$ cat config.mk
export PLATFORM = sky130hd
export DESIGN_NAME = weighted_heavy_hitter_summary
export DESIGN_NICKNAME = d
export VERILOG_FILES = /design/src/whh_pkg.sv /design/src/whh_cell.sv /design/src/weighted_heavy_hitter_summary.sv
export SDC_FILE = /design/constraint.sdc
export NUM_CORES = 2
export LEC_CHECK = 0
export BUFFER_PORTS_ARGS = -buffer_cell sky130_fd_sc_hd__buf_4
export CAP_MARGIN = 15
export CORE_MARGIN = 2
export CORE_UTILIZATION = 55
export CTS_CLUSTER_SIZE = 28
export DETAILED_ROUTE_END_ITERATION = 6
export PLACE_DENSITY = 0.73
export REMOVE_ABC_BUFFERS = 1
export SETUP_SLACK_MARGIN = 0.2
export SKIP_LAST_GASP = 1
export SLEW_MARGIN = 15
export SYNTH_ARGS = -nofsm -noshare
export SYNTH_HDL_FRONTEND = slang
export SYNTH_SLANG_ARGS = --single-unit
$ cat constraint.sdc
create_clock -name clk -period 5.86 [get_ports clk]
set_input_delay 0.586 -clock clk [delete_from_list [all_inputs] [get_ports clk]]
set_output_delay 0.586 -clock clk [all_outputs]
set_load 0.02 [all_outputs]
$ cat src/whh_pkg.sv
// Shared types for the weighted heavy-hitter summary.
package whh_pkg;

    localparam int COUNT_BITS  = 32;
    localparam int WEIGHT_BITS = 16;
    localparam int IN_KEY_BITS = 32;

    typedef enum logic [2:0] {
        CMD_HOLD,
        CMD_ADD,
        CMD_APPEND,
        CMD_SUB,
        CMD_SUB_DROP,
        CMD_SHIFT,
        CMD_ROTATE
    } cmd_op_t;

    typedef struct packed {
        cmd_op_t                 op;
        logic [COUNT_BITS-1:0]   amount;
    } cmd_t;

    // passed from slot i to slot i+1
    typedef struct packed {
        logic [COUNT_BITS-1:0]   run;
        logic                    valid;
        logic                    hole;
    } fwd_t;

    // passed from slot i+1 down to slot i
    typedef struct packed {
        logic [COUNT_BITS-1:0]   count;
        logic                    valid;
    } slot_t;

endpackage

$ cat src/whh_cell.sv
// One summary slot: key, count and valid bit with neighbour links.
module whh_cell #(
    parameter int KEY_BITS = 32
) (
    input  logic                clk,
    input  logic                rst_n,
    input  whh_pkg::cmd_t       cmd,
    input  logic [KEY_BITS-1:0] cmd_key,
    input  whh_pkg::fwd_t       fwd_in,
    output whh_pkg::fwd_t       fwd_out,
    input  logic [KEY_BITS-1:0] up_key,
    input  whh_pkg::slot_t      up_slot,
    output logic [KEY_BITS-1:0] key_out,
    output whh_pkg::slot_t      slot_out,
    output logic                match
);

    logic [KEY_BITS-1:0]               key_reg, key_next;
    logic [whh_pkg::COUNT_BITS-1:0]    count_reg, count_next;
    logic [whh_pkg::COUNT_BITS-1:0]    run_reg, run_next;
    logic                              valid_reg, valid_next;
    logic [whh_pkg::COUNT_BITS:0]      sum;
    logic [whh_pkg::COUNT_BITS-1:0]    diff;

    assign match          = valid_reg && (key_reg == cmd_key);
    assign key_out        = key_reg;
    assign slot_out.count = count_reg;
    assign slot_out.valid = valid_reg;
    assign fwd_out.run    = run_reg;
    assign fwd_out.valid  = valid_reg;
    assign fwd_out.hole   = !valid_reg || fwd_in.hole;

    assign sum      = {1'b0, count_reg} + {1'b0, cmd.amount};
    assign diff     = count_reg - cmd.amount;
    assign run_next = (count_reg < fwd_in.run) ? count_reg : fwd_in.run;

    always_comb
    begin
        key_next   = key_reg;
        count_next = count_reg;
        valid_next = valid_reg;
        case (cmd.op)
            whh_pkg::CMD_ADD:
            begin
                if (match)
                begin
                    count_next = sum[whh_pkg::COUNT_BITS] ? '1
                                 : sum[whh_pkg::COUNT_BITS-1:0];
                end
            end
            whh_pkg::CMD_APPEND:
            begin
                if (!valid_reg && fwd_in.valid)
                begin
                    key_next   = cmd_key;
                    count_next = cmd.amount;
                    valid_next = 1'b1;
                end
            end
            whh_pkg::CMD_SUB:
            begin
                count_next = diff;
            end
            whh_pkg::CMD_SUB_DROP:
            begin
                count_next = diff;
                valid_next = valid_reg && (count_reg != cmd.amount);
            end
            whh_pkg::CMD_SHIFT:
            begin
                if (fwd_out.hole)
                begin
                    key_next   = up_key;
                    count_next = up_slot.count;
                    valid_next = up_slot.valid;
                end
            end
            whh_pkg::CMD_ROTATE:
            begin
                key_next   = up_key;
                count_next = up_slot.count;
                valid_next = up_slot.valid;
            end
            default:
            begin
                key_next = key_reg;
            end
        endcase
    end

    always_ff @(posedge clk or negedge rst_n)
    begin
        if (!rst_n)
        begin
            valid_reg <= 1'b0;
        end
        else
        begin
            valid_reg <= valid_next;
        end
    end

    always_ff @(posedge clk)
    begin
        key_reg   <= key_next;
        count_reg <= count_next;
        run_reg   <= run_next;
    end

endmodule

$ cat src/weighted_heavy_hitter_summary.sv
// Weighted heavy-hitter summary: top level with slot chain and sequencer.
//
// Items arrive on the s_axis channel. tuser selects the operation: 0 folds
// the weighted key in tdata into the summary, 1 reads the whole summary out.
// An update produces no result; a read produces ENTRIES results on m_axis,
// one per slot in order, tuser set for a held slot and tlast on the final one.
// The summary is a row of ENTRIES slot cells; each cell compares, adds and
// subtracts for itself and hands key, count and a running minimum to its
// neighbours once per cycle.
// An update adds to a held key or appends to a free slot. With the row full
// and no hit, the minimum bubbles down the chain, then the smaller of the
// weight and that minimum is subtracted from every slot; when slots drop the
// row is compacted and the key appended with any remaining weight. A read
// rotates the row once per result and frees the input when the last result
// sits in the output register. A weight of zero is accepted and changes nothing.
// Reset empties the summary. When m_axis_tready is low the output register
// holds its item and the rotation waits; the input waits in the meantime.
module weighted_heavy_hitter_summary #(
    parameter int ENTRIES  = 4,
    parameter int KEY_BITS = 32
) (
    input  logic        clk,
    input  logic        rst_n,
    input  logic        s_axis_tvalid,
    output logic        s_axis_tready,
    input  logic [47:0] s_axis_tdata,   // item_key[31:0], item_weight[47:32]
    input  logic        s_axis_tuser,   // opcode
    output logic        m_axis_tvalid,
    input  logic        m_axis_tready,
    output logic [63:0] m_axis_tdata,   // entry_key[31:0], entry_count[63:32]
    output logic        m_axis_tuser,   // entry_valid
    output logic        m_axis_tlast    // last_slot
);

    localparam int CW = $clog2(ENTRIES + 1);

    typedef enum logic [2:0] {
        S_IDLE,
        S_MATCH,
        S_MIN,
        S_REDUCE,
        S_COMPACT,
        S_READ
    } state_t;

    state_t                                state_reg;
    logic [CW-1:0]                         cnt_reg;
    logic [KEY_BITS-1:0]                   key_reg;
    logic [whh_pkg::WEIGHT_BITS-1:0]       weight_reg;
    logic [whh_pkg::WEIGHT_BITS-1:0]       rem_reg;
    logic                                  out_valid_reg;
    logic [whh_pkg::COUNT_BITS-1:0]        out_key_reg;
    logic [whh_pkg::COUNT_BITS-1:0]        out_count_reg;
    logic                                  out_entry_valid_reg;
    logic                                  out_last_reg;

    whh_pkg::cmd_t                         cmd;
    whh_pkg::fwd_t                         fwd [ENTRIES+1];
    whh_pkg::slot_t                        slot_vec [ENTRIES+1];
    logic [KEY_BITS-1:0]                   key_vec [ENTRIES+1];
    logic [ENTRIES-1:0]                    match_vec;
    logic [ENTRIES-1:0]                    valid_vec;

    logic [63:0]                           in_key_wide;
    logic [63:0]                           head_key_wide;
    logic [KEY_BITS-1:0]                   in_key;
    logic [whh_pkg::COUNT_BITS-1:0]        weight_ext;
    logic [whh_pkg::COUNT_BITS-1:0]        least;
    logic                                  any_match;
    logic                                  full;
    logic                                  contiguous;
    logic                                  out_free;
    logic                                  in_accept;

    assign in_key_wide   = 64'(s_axis_tdata[31:0]);
    assign in_key        = in_key_wide[KEY_BITS-1:0];
    assign head_key_wide = 64'(key_vec[0]);
    assign weight_ext    = whh_pkg::COUNT_BITS'(weight_reg);
    assign least         = fwd[ENTRIES].run;
    assign any_match     = |match_vec;
    assign full          = valid_vec[ENTRIES-1];
    assign out_free      = !out_valid_reg || m_axis_tready;
    assign s_axis_tready = (state_reg == S_IDLE);
    assign in_accept     = s_axis_tvalid && s_axis_tready;

    assign m_axis_tvalid = out_valid_reg;
    assign m_axis_tdata  = {out_count_reg, out_key_reg};
    assign m_axis_tuser  = out_entry_valid_reg;
    assign m_axis_tlast  = out_last_reg;

    always_comb
    begin
        contiguous = 1'b1;
        for (int i = 0; i < ENTRIES - 1; i++)
        begin
            if (!valid_vec[i] && valid_vec[i+1])
            begin
                contiguous = 1'b0;
            end
        end
    end

    // chain ends: head of the row and the wrap for rotation
    assign fwd[0].run     = '1;
    assign fwd[0].valid   = 1'b1;
    assign fwd[0].hole    = 1'b0;
    assign key_vec[ENTRIES]        = key_vec[0];
    assign slot_vec[ENTRIES].count = slot_vec[0].count;
    assign slot_vec[ENTRIES].valid = (cmd.op == whh_pkg::CMD_ROTATE) && slot_vec[0].valid;

    for (genvar g = 0; g < ENTRIES; g++)
    begin : g_cell
        whh_cell #(
            .KEY_BITS (KEY_BITS)
        ) u_cell (
            .clk      (clk),
            .rst_n    (rst_n),
            .cmd      (cmd),
            .cmd_key  (key_reg),
            .fwd_in   (fwd[g]),
            .fwd_out  (fwd[g+1]),
            .up_key   (key_vec[g+1]),
            .up_slot  (slot_vec[g+1]),
            .key_out  (key_vec[g]),
            .slot_out (slot_vec[g]),
            .match    (match_vec[g])
        );
        assign valid_vec[g] = slot_vec[g].valid;
    end

    always_comb
    begin
        cmd.op     = whh_pkg::CMD_HOLD;
        cmd.amount = weight_ext;
        case (state_reg)
            S_MATCH:
            begin
                if (any_match)
                begin
                    cmd.op = whh_pkg::CMD_ADD;
                end
                else if (!full)
                begin
                    cmd.op = whh_pkg::CMD_APPEND;
                end
            end
            S_REDUCE:
            begin
                if (least > weight_ext)
                begin
                    cmd.op = whh_pkg::CMD_SUB;
                end
                else
                begin
                    cmd.op     = whh_pkg::CMD_SUB_DROP;
                    cmd.amount = least;
                end
            end
            S_COMPACT:
            begin
                cmd.amount = whh_pkg::COUNT_BITS'(rem_reg);
                if (!contiguous)
                begin
                    cmd.op = whh_pkg::CMD_SHIFT;
                end
                else if (rem_reg != '0)
                begin
                    cmd.op = whh_pkg::CMD_APPEND;
                end
            end
            S_READ:
            begin
                if (out_free)
                begin
                    cmd.op = whh_pkg::CMD_ROTATE;
                end
            end
            default:
            begin
                cmd.op = whh_pkg::CMD_HOLD;
            end
        endcase
    end

    always_ff @(posedge clk or negedge rst_n)
    begin
        if (!rst_n)
        begin
            state_reg           <= S_IDLE;
            cnt_reg             <= '0;
            out_valid_reg       <= 1'b0;
            out_key_reg         <= '0;
            out_count_reg       <= '0;
            out_entry_valid_reg <= 1'b0;
            out_last_reg        <= 1'b0;
        end
        else
        begin
            if (out_free)
            begin
                out_valid_reg <= (state_reg == S_READ);
            end
            if (state_reg == S_READ && out_free)
            begin
                out_key_reg         <= slot_vec[0].valid ? head_key_wide[31:0] : '0;
                out_count_reg       <= slot_vec[0].valid ? slot_vec[0].count : '0;
                out_entry_valid_reg <= slot_vec[0].valid;
                out_last_reg        <= (cnt_reg == CW'(ENTRIES - 1));
            end
            case (state_reg)
                S_IDLE:
                begin
                    cnt_reg <= '0;
                    if (in_accept)
                    begin
                        if (s_axis_tuser)
                        begin
                            state_reg <= S_READ;
                        end
                        else if (s_axis_tdata[47:32] != '0)
                        begin
                            state_reg <= S_MATCH;
                        end
                    end
                end
                S_MATCH:
                begin
                    state_reg <= (any_match || !full) ? S_IDLE : S_MIN;
                end
                S_MIN:
                begin
                    cnt_reg <= cnt_reg + 1'b1;
                    if (cnt_reg == CW'(ENTRIES - 1))
                    begin
                        state_reg <= S_REDUCE;
                    end
                end
                S_REDUCE:
                begin
                    state_reg <= (least > weight_ext) ? S_IDLE : S_COMPACT;
                end
                S_COMPACT:
                begin
                    if (contiguous)
                    begin
                        state_reg <= S_IDLE;
                    end
                end
                S_READ:
                begin
                    if (out_free)
                    begin
                        cnt_reg <= cnt_reg + 1'b1;
                        if (cnt_reg == CW'(ENTRIES - 1))
                        begin
                            state_reg <= S_IDLE;
                        end
                    end
                end
                default:
                begin
                    state_reg <= S_IDLE;
                end
            endcase
        end
    end

    always_ff @(posedge clk)
    begin
        if (in_accept)
        begin
            key_reg    <= in_key;
            weight_reg <= s_axis_tdata[47:32];
        end
        if (state_reg == S_REDUCE)
        begin
            rem_reg <= weight_reg - least[whh_pkg::WEIGHT_BITS-1:0];
        end
    end

endmodule

[Yosys cells after proc, flatten, opt, wreduce, memory -nomap -nowiden]
Cells that the tools add are included.
Widths: inputs -> output; s select.
Cells by class
  order comparisons: 5
  equal/unequal tests: 38
  reduce and logical (&&, ||, !) cells: 49
  add/subtract/negate cells: 10
  multiplexer cells: 72
Operators by type and width (number)
  $mux 32: 30
  $pmux 32 s5: 4
  $pmux 32 s3: 4
  $add 32x32->33: 4
  $eq 32x32->1: 4
  $ne 32x32->1: 4
  $sub 32x32->32: 4
  $lt 32x32->1: 3
  $pmux 32 s2: 1
  $mux 3: 12
  $gt 32x16->1: 1
  $lt 32x32->1 const B: 1
  $reduce_bool 16->1: 2
  $ne 2x1->1 const B: 11
  $reduce_and 3->1: 7
  $pmux 3 s6: 1
  $logic_and 1x1->1: 17
  $pmux 1 s4: 4
  $reduce_and 4->1: 4
  $sub 16x16->16: 1
  $eq 3x2->1 const B: 5
  $eq 3x3->1 const B: 5
  $ne 2x2->1 const B: 6
  $pmux 3 s4: 1
  other kinds (16): 38
Storage, ports and cells
  bits in registers: 525
  output and inout port bits: 68
  input port bits: 53
  logic and storage cells: 200

[Logic depth before layout (Yosys ltp)]
  depth in word-level cells: 11
  gate-level depth with buffers: 27
  depth with buffers taken out: 25

[Hierarchy]
Synthesis repeated with hierarchy kept, for this count alone.
Second synthesis, totals
  cells, all modules: 5268
  area, all modules: 44777.9 um^2
Modules (own cells, without submodules)
  whh_cell (g_cell[0].u_cell ...): seq. area each 2587.5 um^2, instances 2, cells each 1213, area an instance 9562.9 um^2
  whh_cell (g_cell[2].u_cell): seq. area each 2587.5 um^2, instances 1, cells each 1203, area an instance 9716.8 um^2
  whh_cell (g_cell[3].u_cell): seq. area each 2587.5 um^2, instances 1, cells each 1129, area an instance 9596.7 um^2
  weighted_heavy_hitter_summary: seq. area each 3748.6 um^2, instances 1, cells each 510, area an instance 6338.6 um^2

[Worst setup path before layout]
OpenSTA, ideal clock, no wires.
  kind: register to register
  from: register weight_reg[5] (netlist bit)
  to: register g_cell[1].u_cell.count_reg[20] (netlist bit), data pin
  cell stages (with the launch flop): 28
  arrival: 5.478 ns
  period minus slack after synthesis: 5.739 ns
  required time: 5.599 ns
  setup time: 0.261 ns
  setup slack: 0.121 ns
  buffers on the path: 4
  path through: edfxtp_1 -> inv_1 -> ha_1 -> a21o_1 -> a21o_1 -> a21oi_1 -> o221a_1 -> o211a_1 -> o21a_1 -> buf_2 -> buf_1 -> nor3_1 -> a211oi_1 -> inv_1 -> ha_1 -> buf_2 -> o21a_1 -> o31a_1 -> o21ai_2 -> nand3b_1 -> a21oi_2 -> a211oi_2 -> a21oi_2 -> a311oi_4 -> o31a_2 -> buf_4 -> a21oi_1 -> a221o_1
Between the ends
  longest elaborated chain between the ends: 7
  elaborated cells on any way between the ends: 18
  classes of those cells: 2 x add/sub; 1 x order compare; 6 x eq/ne; 8 x mux; 1 x reduce/logical
Ends and longest elaborated chain
  from (decl): line weighted_heavy_hitter_summary.sv:49  | logic [whh_pkg::WEIGHT_BITS-1:0] weight_reg;
  from (signal assigned): line weighted_heavy_hitter_summary.sv:273  | weight_reg <= s_axis_tdata[47:32];
  $gt 32x16->1: line weighted_heavy_hitter_summary.sv:149  | if (least > weight_ext)
  $mux 32: line weighted_heavy_hitter_summary.sv:149
  $pmux 32 s2: line weighted_heavy_hitter_summary.sv:135  | case (state_reg)
  $add 32x32->33: line whh_cell.sv:33  | assign sum = {1'b0, count_reg} + {1'b0, cmd.amount};
  $mux 32: line whh_cell.sv:47  | count_next = sum[whh_pkg::COUNT_BITS] ? '1
  $mux 32: line whh_cell.sv:45  | if (match)
  $pmux 32 s5 (*): line whh_cell.sv:42  | case (cmd.op)
  named net g_cell[1].u_cell.count_next (one bit): line whh_cell.sv:19  | logic [whh_pkg::COUNT_BITS-1:0] count_reg, count_next;
  to (signal assigned): line whh_cell.sv:106  | count_reg <= count_next;
  to (decl): line whh_cell.sv:19
Mark *: on every way through the listed nets, which the timed path passes. The rest lies on a longest branch. The select of a mux whose other input is x is not followed.
A chain may end at the register's enable or synchronous reset.

[Final worst setup path]
  from: register weight_reg[5] (netlist bit)
  to: register g_cell[0].u_cell.count_reg[5] (netlist bit), data pin
Between the ends
  longest elaborated chain between the ends: 7
  elaborated cells on any way between the ends: 18
  classes of those cells: 2 x add/sub; 1 x order compare; 6 x eq/ne; 8 x mux; 1 x reduce/logical
Ends and longest elaborated chain (line)
  $gt 32x16->1: weighted_heavy_hitter_summary.sv:149
  $mux 32: weighted_heavy_hitter_summary.sv:149
  $pmux 32 s2: weighted_heavy_hitter_summary.sv:135
  $add 32x32->33: whh_cell.sv:33
  $mux 32: whh_cell.sv:47
  $mux 32: whh_cell.sv:45
  $pmux 32 s5 (*): whh_cell.sv:42
  named net g_cell[0].u_cell.count_next (one bit): whh_cell.sv:19
  to (signal assigned): whh_cell.sv:106
  to (decl): whh_cell.sv:19
Marked as above.

==> flow_summary.ini <==
[run_status]
status = complete, no violations

[setup_path]
r2r_slack_ns = 0.24
cp.required_ns = 6.26
cp-end-kind = flip-flop
r2r-end = g_cell[0].u_cell.count_reg[5]
crit_path_start_kind = flip-flop
worst-r2r-cell-count = 25
r2r_start = weight_reg[5]
path_max_fanout = 8
cp.arrival_ns = 6.03
crit_type = reg -> reg

[synth]
yosys-top-cells-area = edfxtp_1, ha_1, dfxtp_1
postSynthCellCount = 4393
synth.avg_cell_area_um2 = 8.85
ys_seq_area_share_pct = 36.3
synth_flop_cell = edfxtp_1
ys_types = 97
synth_warnings = 0
synth_most_common_cell = nand2_1
yosysTopAreaCellShare_pct = 24.7
ys_ff_latch = 525
netlist_top_cells_count = nand2_1, ha_1, a21oi_1, edfxtp_1, inv_1
synthesis.area_um2 = 38900
synthArstFlopShare_pct = 14.7
synth_top_area_cell = edfxtp_1
synth-edff-count = 320

[detailed_routing]
drt-initial-drc-count = 3773
postRouteAntennaNets = 0
vias_per_cell = 6.08
wl_per_cell_um = 22.2
drc_errors = 0
routed_wl_um = 125000
firstDrtPassIters = 5
vias = 34300

[sta]
tns_ns = 0
setup_viol = 0
whs_ns = 0.105
tightest_slew_ns = 1.15
grt_setup_unrepaired = yes
max_freq_mhz = 178
slew_violations = 0
clock_skew_ns = 0.0225
maxSlewHeadroom_pct = 22.6
period_needed_ns = 5.62
hold_viol_final = 0
period_share_pct = 95.9

[die]
die_height_um = 270
die-area_um2 = 72800
io_pins = 121
num_rows = 97
die-width_um = 270
coreArea_um2 = 70000
start_util_pct = 55.5

[final_layout]
diodes = 0
drive_gt1_share_pct = 15.4
fin_nets = 5107
finish.utilization_pct = 64.2
synthToLayoutAreaGrowth_pct = 15.7

[clocking]
path_clk_slew_ns = 0.06
cts_tree = yes
root_buffer = clkbuf_16
clock_sinks = 525
htree_levels = 2
clock_path_buffers = 3
insertion_delay_ns = 0.66
cts_buffers = 59

[global_route]
grt_pass1_wl_um = 188000
grt_start_max_net_pins = 88
gr-total-overflow = 0
grtUsageTotal_pct = 33.1
first_global_vias = 32300
antenna_found_initial = 1

[hold_path]
hold_end = key_reg[0]
hp-class = in -> reg
hp-start = s_axis_tdata[0]
min_path_cells = 1

[flow_run]
cap_violations = 0

[place]
io_buffers = 120
dpl.hpwl_um = 94300
routabilityCongestion = 1.01
[logic make-up after synthesis]
logic type                 Yosys count  synth area share (%)
AOI/OAI and AO/OA                 1180                  19.9
xor gates and xnor gates           278                  6.26
adders and majority gates          404                  13.2
buffers and inverters              554                  5.54
DFF                                525                  36.3
muxes                              108                  3.10
other                                2                0.0193
and+or+nand+nor                   1342                  15.7
[cell usage in the layout, fill, tap and decap left out, types with 134 or more instances in the layout]
cell type / Yosys / routed
nand2_1: 594 / 585
ha_1: 395 / 369
a21oi_1: 370 / 352
edfxtp_1: 320 / 320
buf_4: 2 / 313
inv_1: 284 / 273
nor2_1: 264 / 257
o21ai_0: 220 / 213
xnor2_1: 191 / 190
conb_1: 2 / 134
[area by class of cell]
class | count | area (µm²)
Inverter | 285 | 1080
Fill cell | 5919 | 25100
Tap cell | 940 | 1180
Multi-Input combinational cell | 3446 | 24000
Clock inverter | 39 | 389
Timing Repair Buffer | 333 | 2620
Clock buffer | 72 | 1570
Sequential cell | 525 | 14100
[worst max-delay path by stage]
stage | startpoint | end | slack [ns]
2_1_floorplan | state_reg[0] | g_cell[0].u_cell.key_out[0] | -4.51
3_3_place_gp | weight_reg[1] | g_cell[1].u_cell.count_reg[28] | -0.16
4_1_cts | weight_reg[8] | g_cell[2].u_cell.count_reg[31] | 0.19
6_report | weight_reg[5] | g_cell[0].u_cell.count_reg[5] | 0.24
5_1_grt | weight_reg[9] | g_cell[0].u_cell.count_reg[5] | 0.07
3_5_place_dp | weight_reg[5] | g_cell[1].u_cell.count_reg[28] | -0.19
[worst max-delay path, cell delays in order, from the launching register on]
cell       delay (ns)
edfxtp_1         0.37
inv_2            0.06
ha_4             0.26
a21o_1           0.10
a21o_1           0.12
a21oi_2          0.05
o221a_1          0.27
o211a_1          0.31
o21a_4           0.29
buf_4            0.16
clkbuf_16        0.15
a211o_4          0.38
ha_4             0.25
and3_4           0.17
a221o_1          0.36
a221o_1          0.41
o211a_1          0.29
o21ai_2          0.14
nand3_2          0.12
o31ai_4          0.24
buf_4            0.15
o21ai_1          0.05
buf_4            0.16
nor2_4           0.20
nor2_1           0.06
a211o_1          0.23
[what timing repair did]
action                     CTS  global route
setup endpoints to repair  107           125
hold buffers                 1             0
pin swaps                    7            60
hold endpoints to repair    33             0
buffers inserted             8            33
cloned                       0             3
gates resized for setup     37           141
[layer usage]
metal / vias to the layer above / wire length [µm] / GRT usage (%)
met5: - / 0 / 0
met4: 0 / 6360 / 15.3
met3: 285 / 10900 / 4.36
met2: 1648 / 54700 / 51.5
met1: 16200 / 53000 / 45.9
li1: 16100 / - / -
[per-stage QoR]
step | std cells | setup WS [ns] | area, µm²
after floorplan | 4256 | -4.51 | 38300
after global placement | 5484 | -0.162 | 41800
after detailed placement | 5484 | -0.190 | 41800
after CTS | 5604 | 0.187 | 44000
after global routing | 5640 | 0.0740 | 45000
final | 5640 | 0.238 | 45000
Power is not shown: default switching activity piles up to over one toggle a cycle in this logic, so the estimate is an artifact.
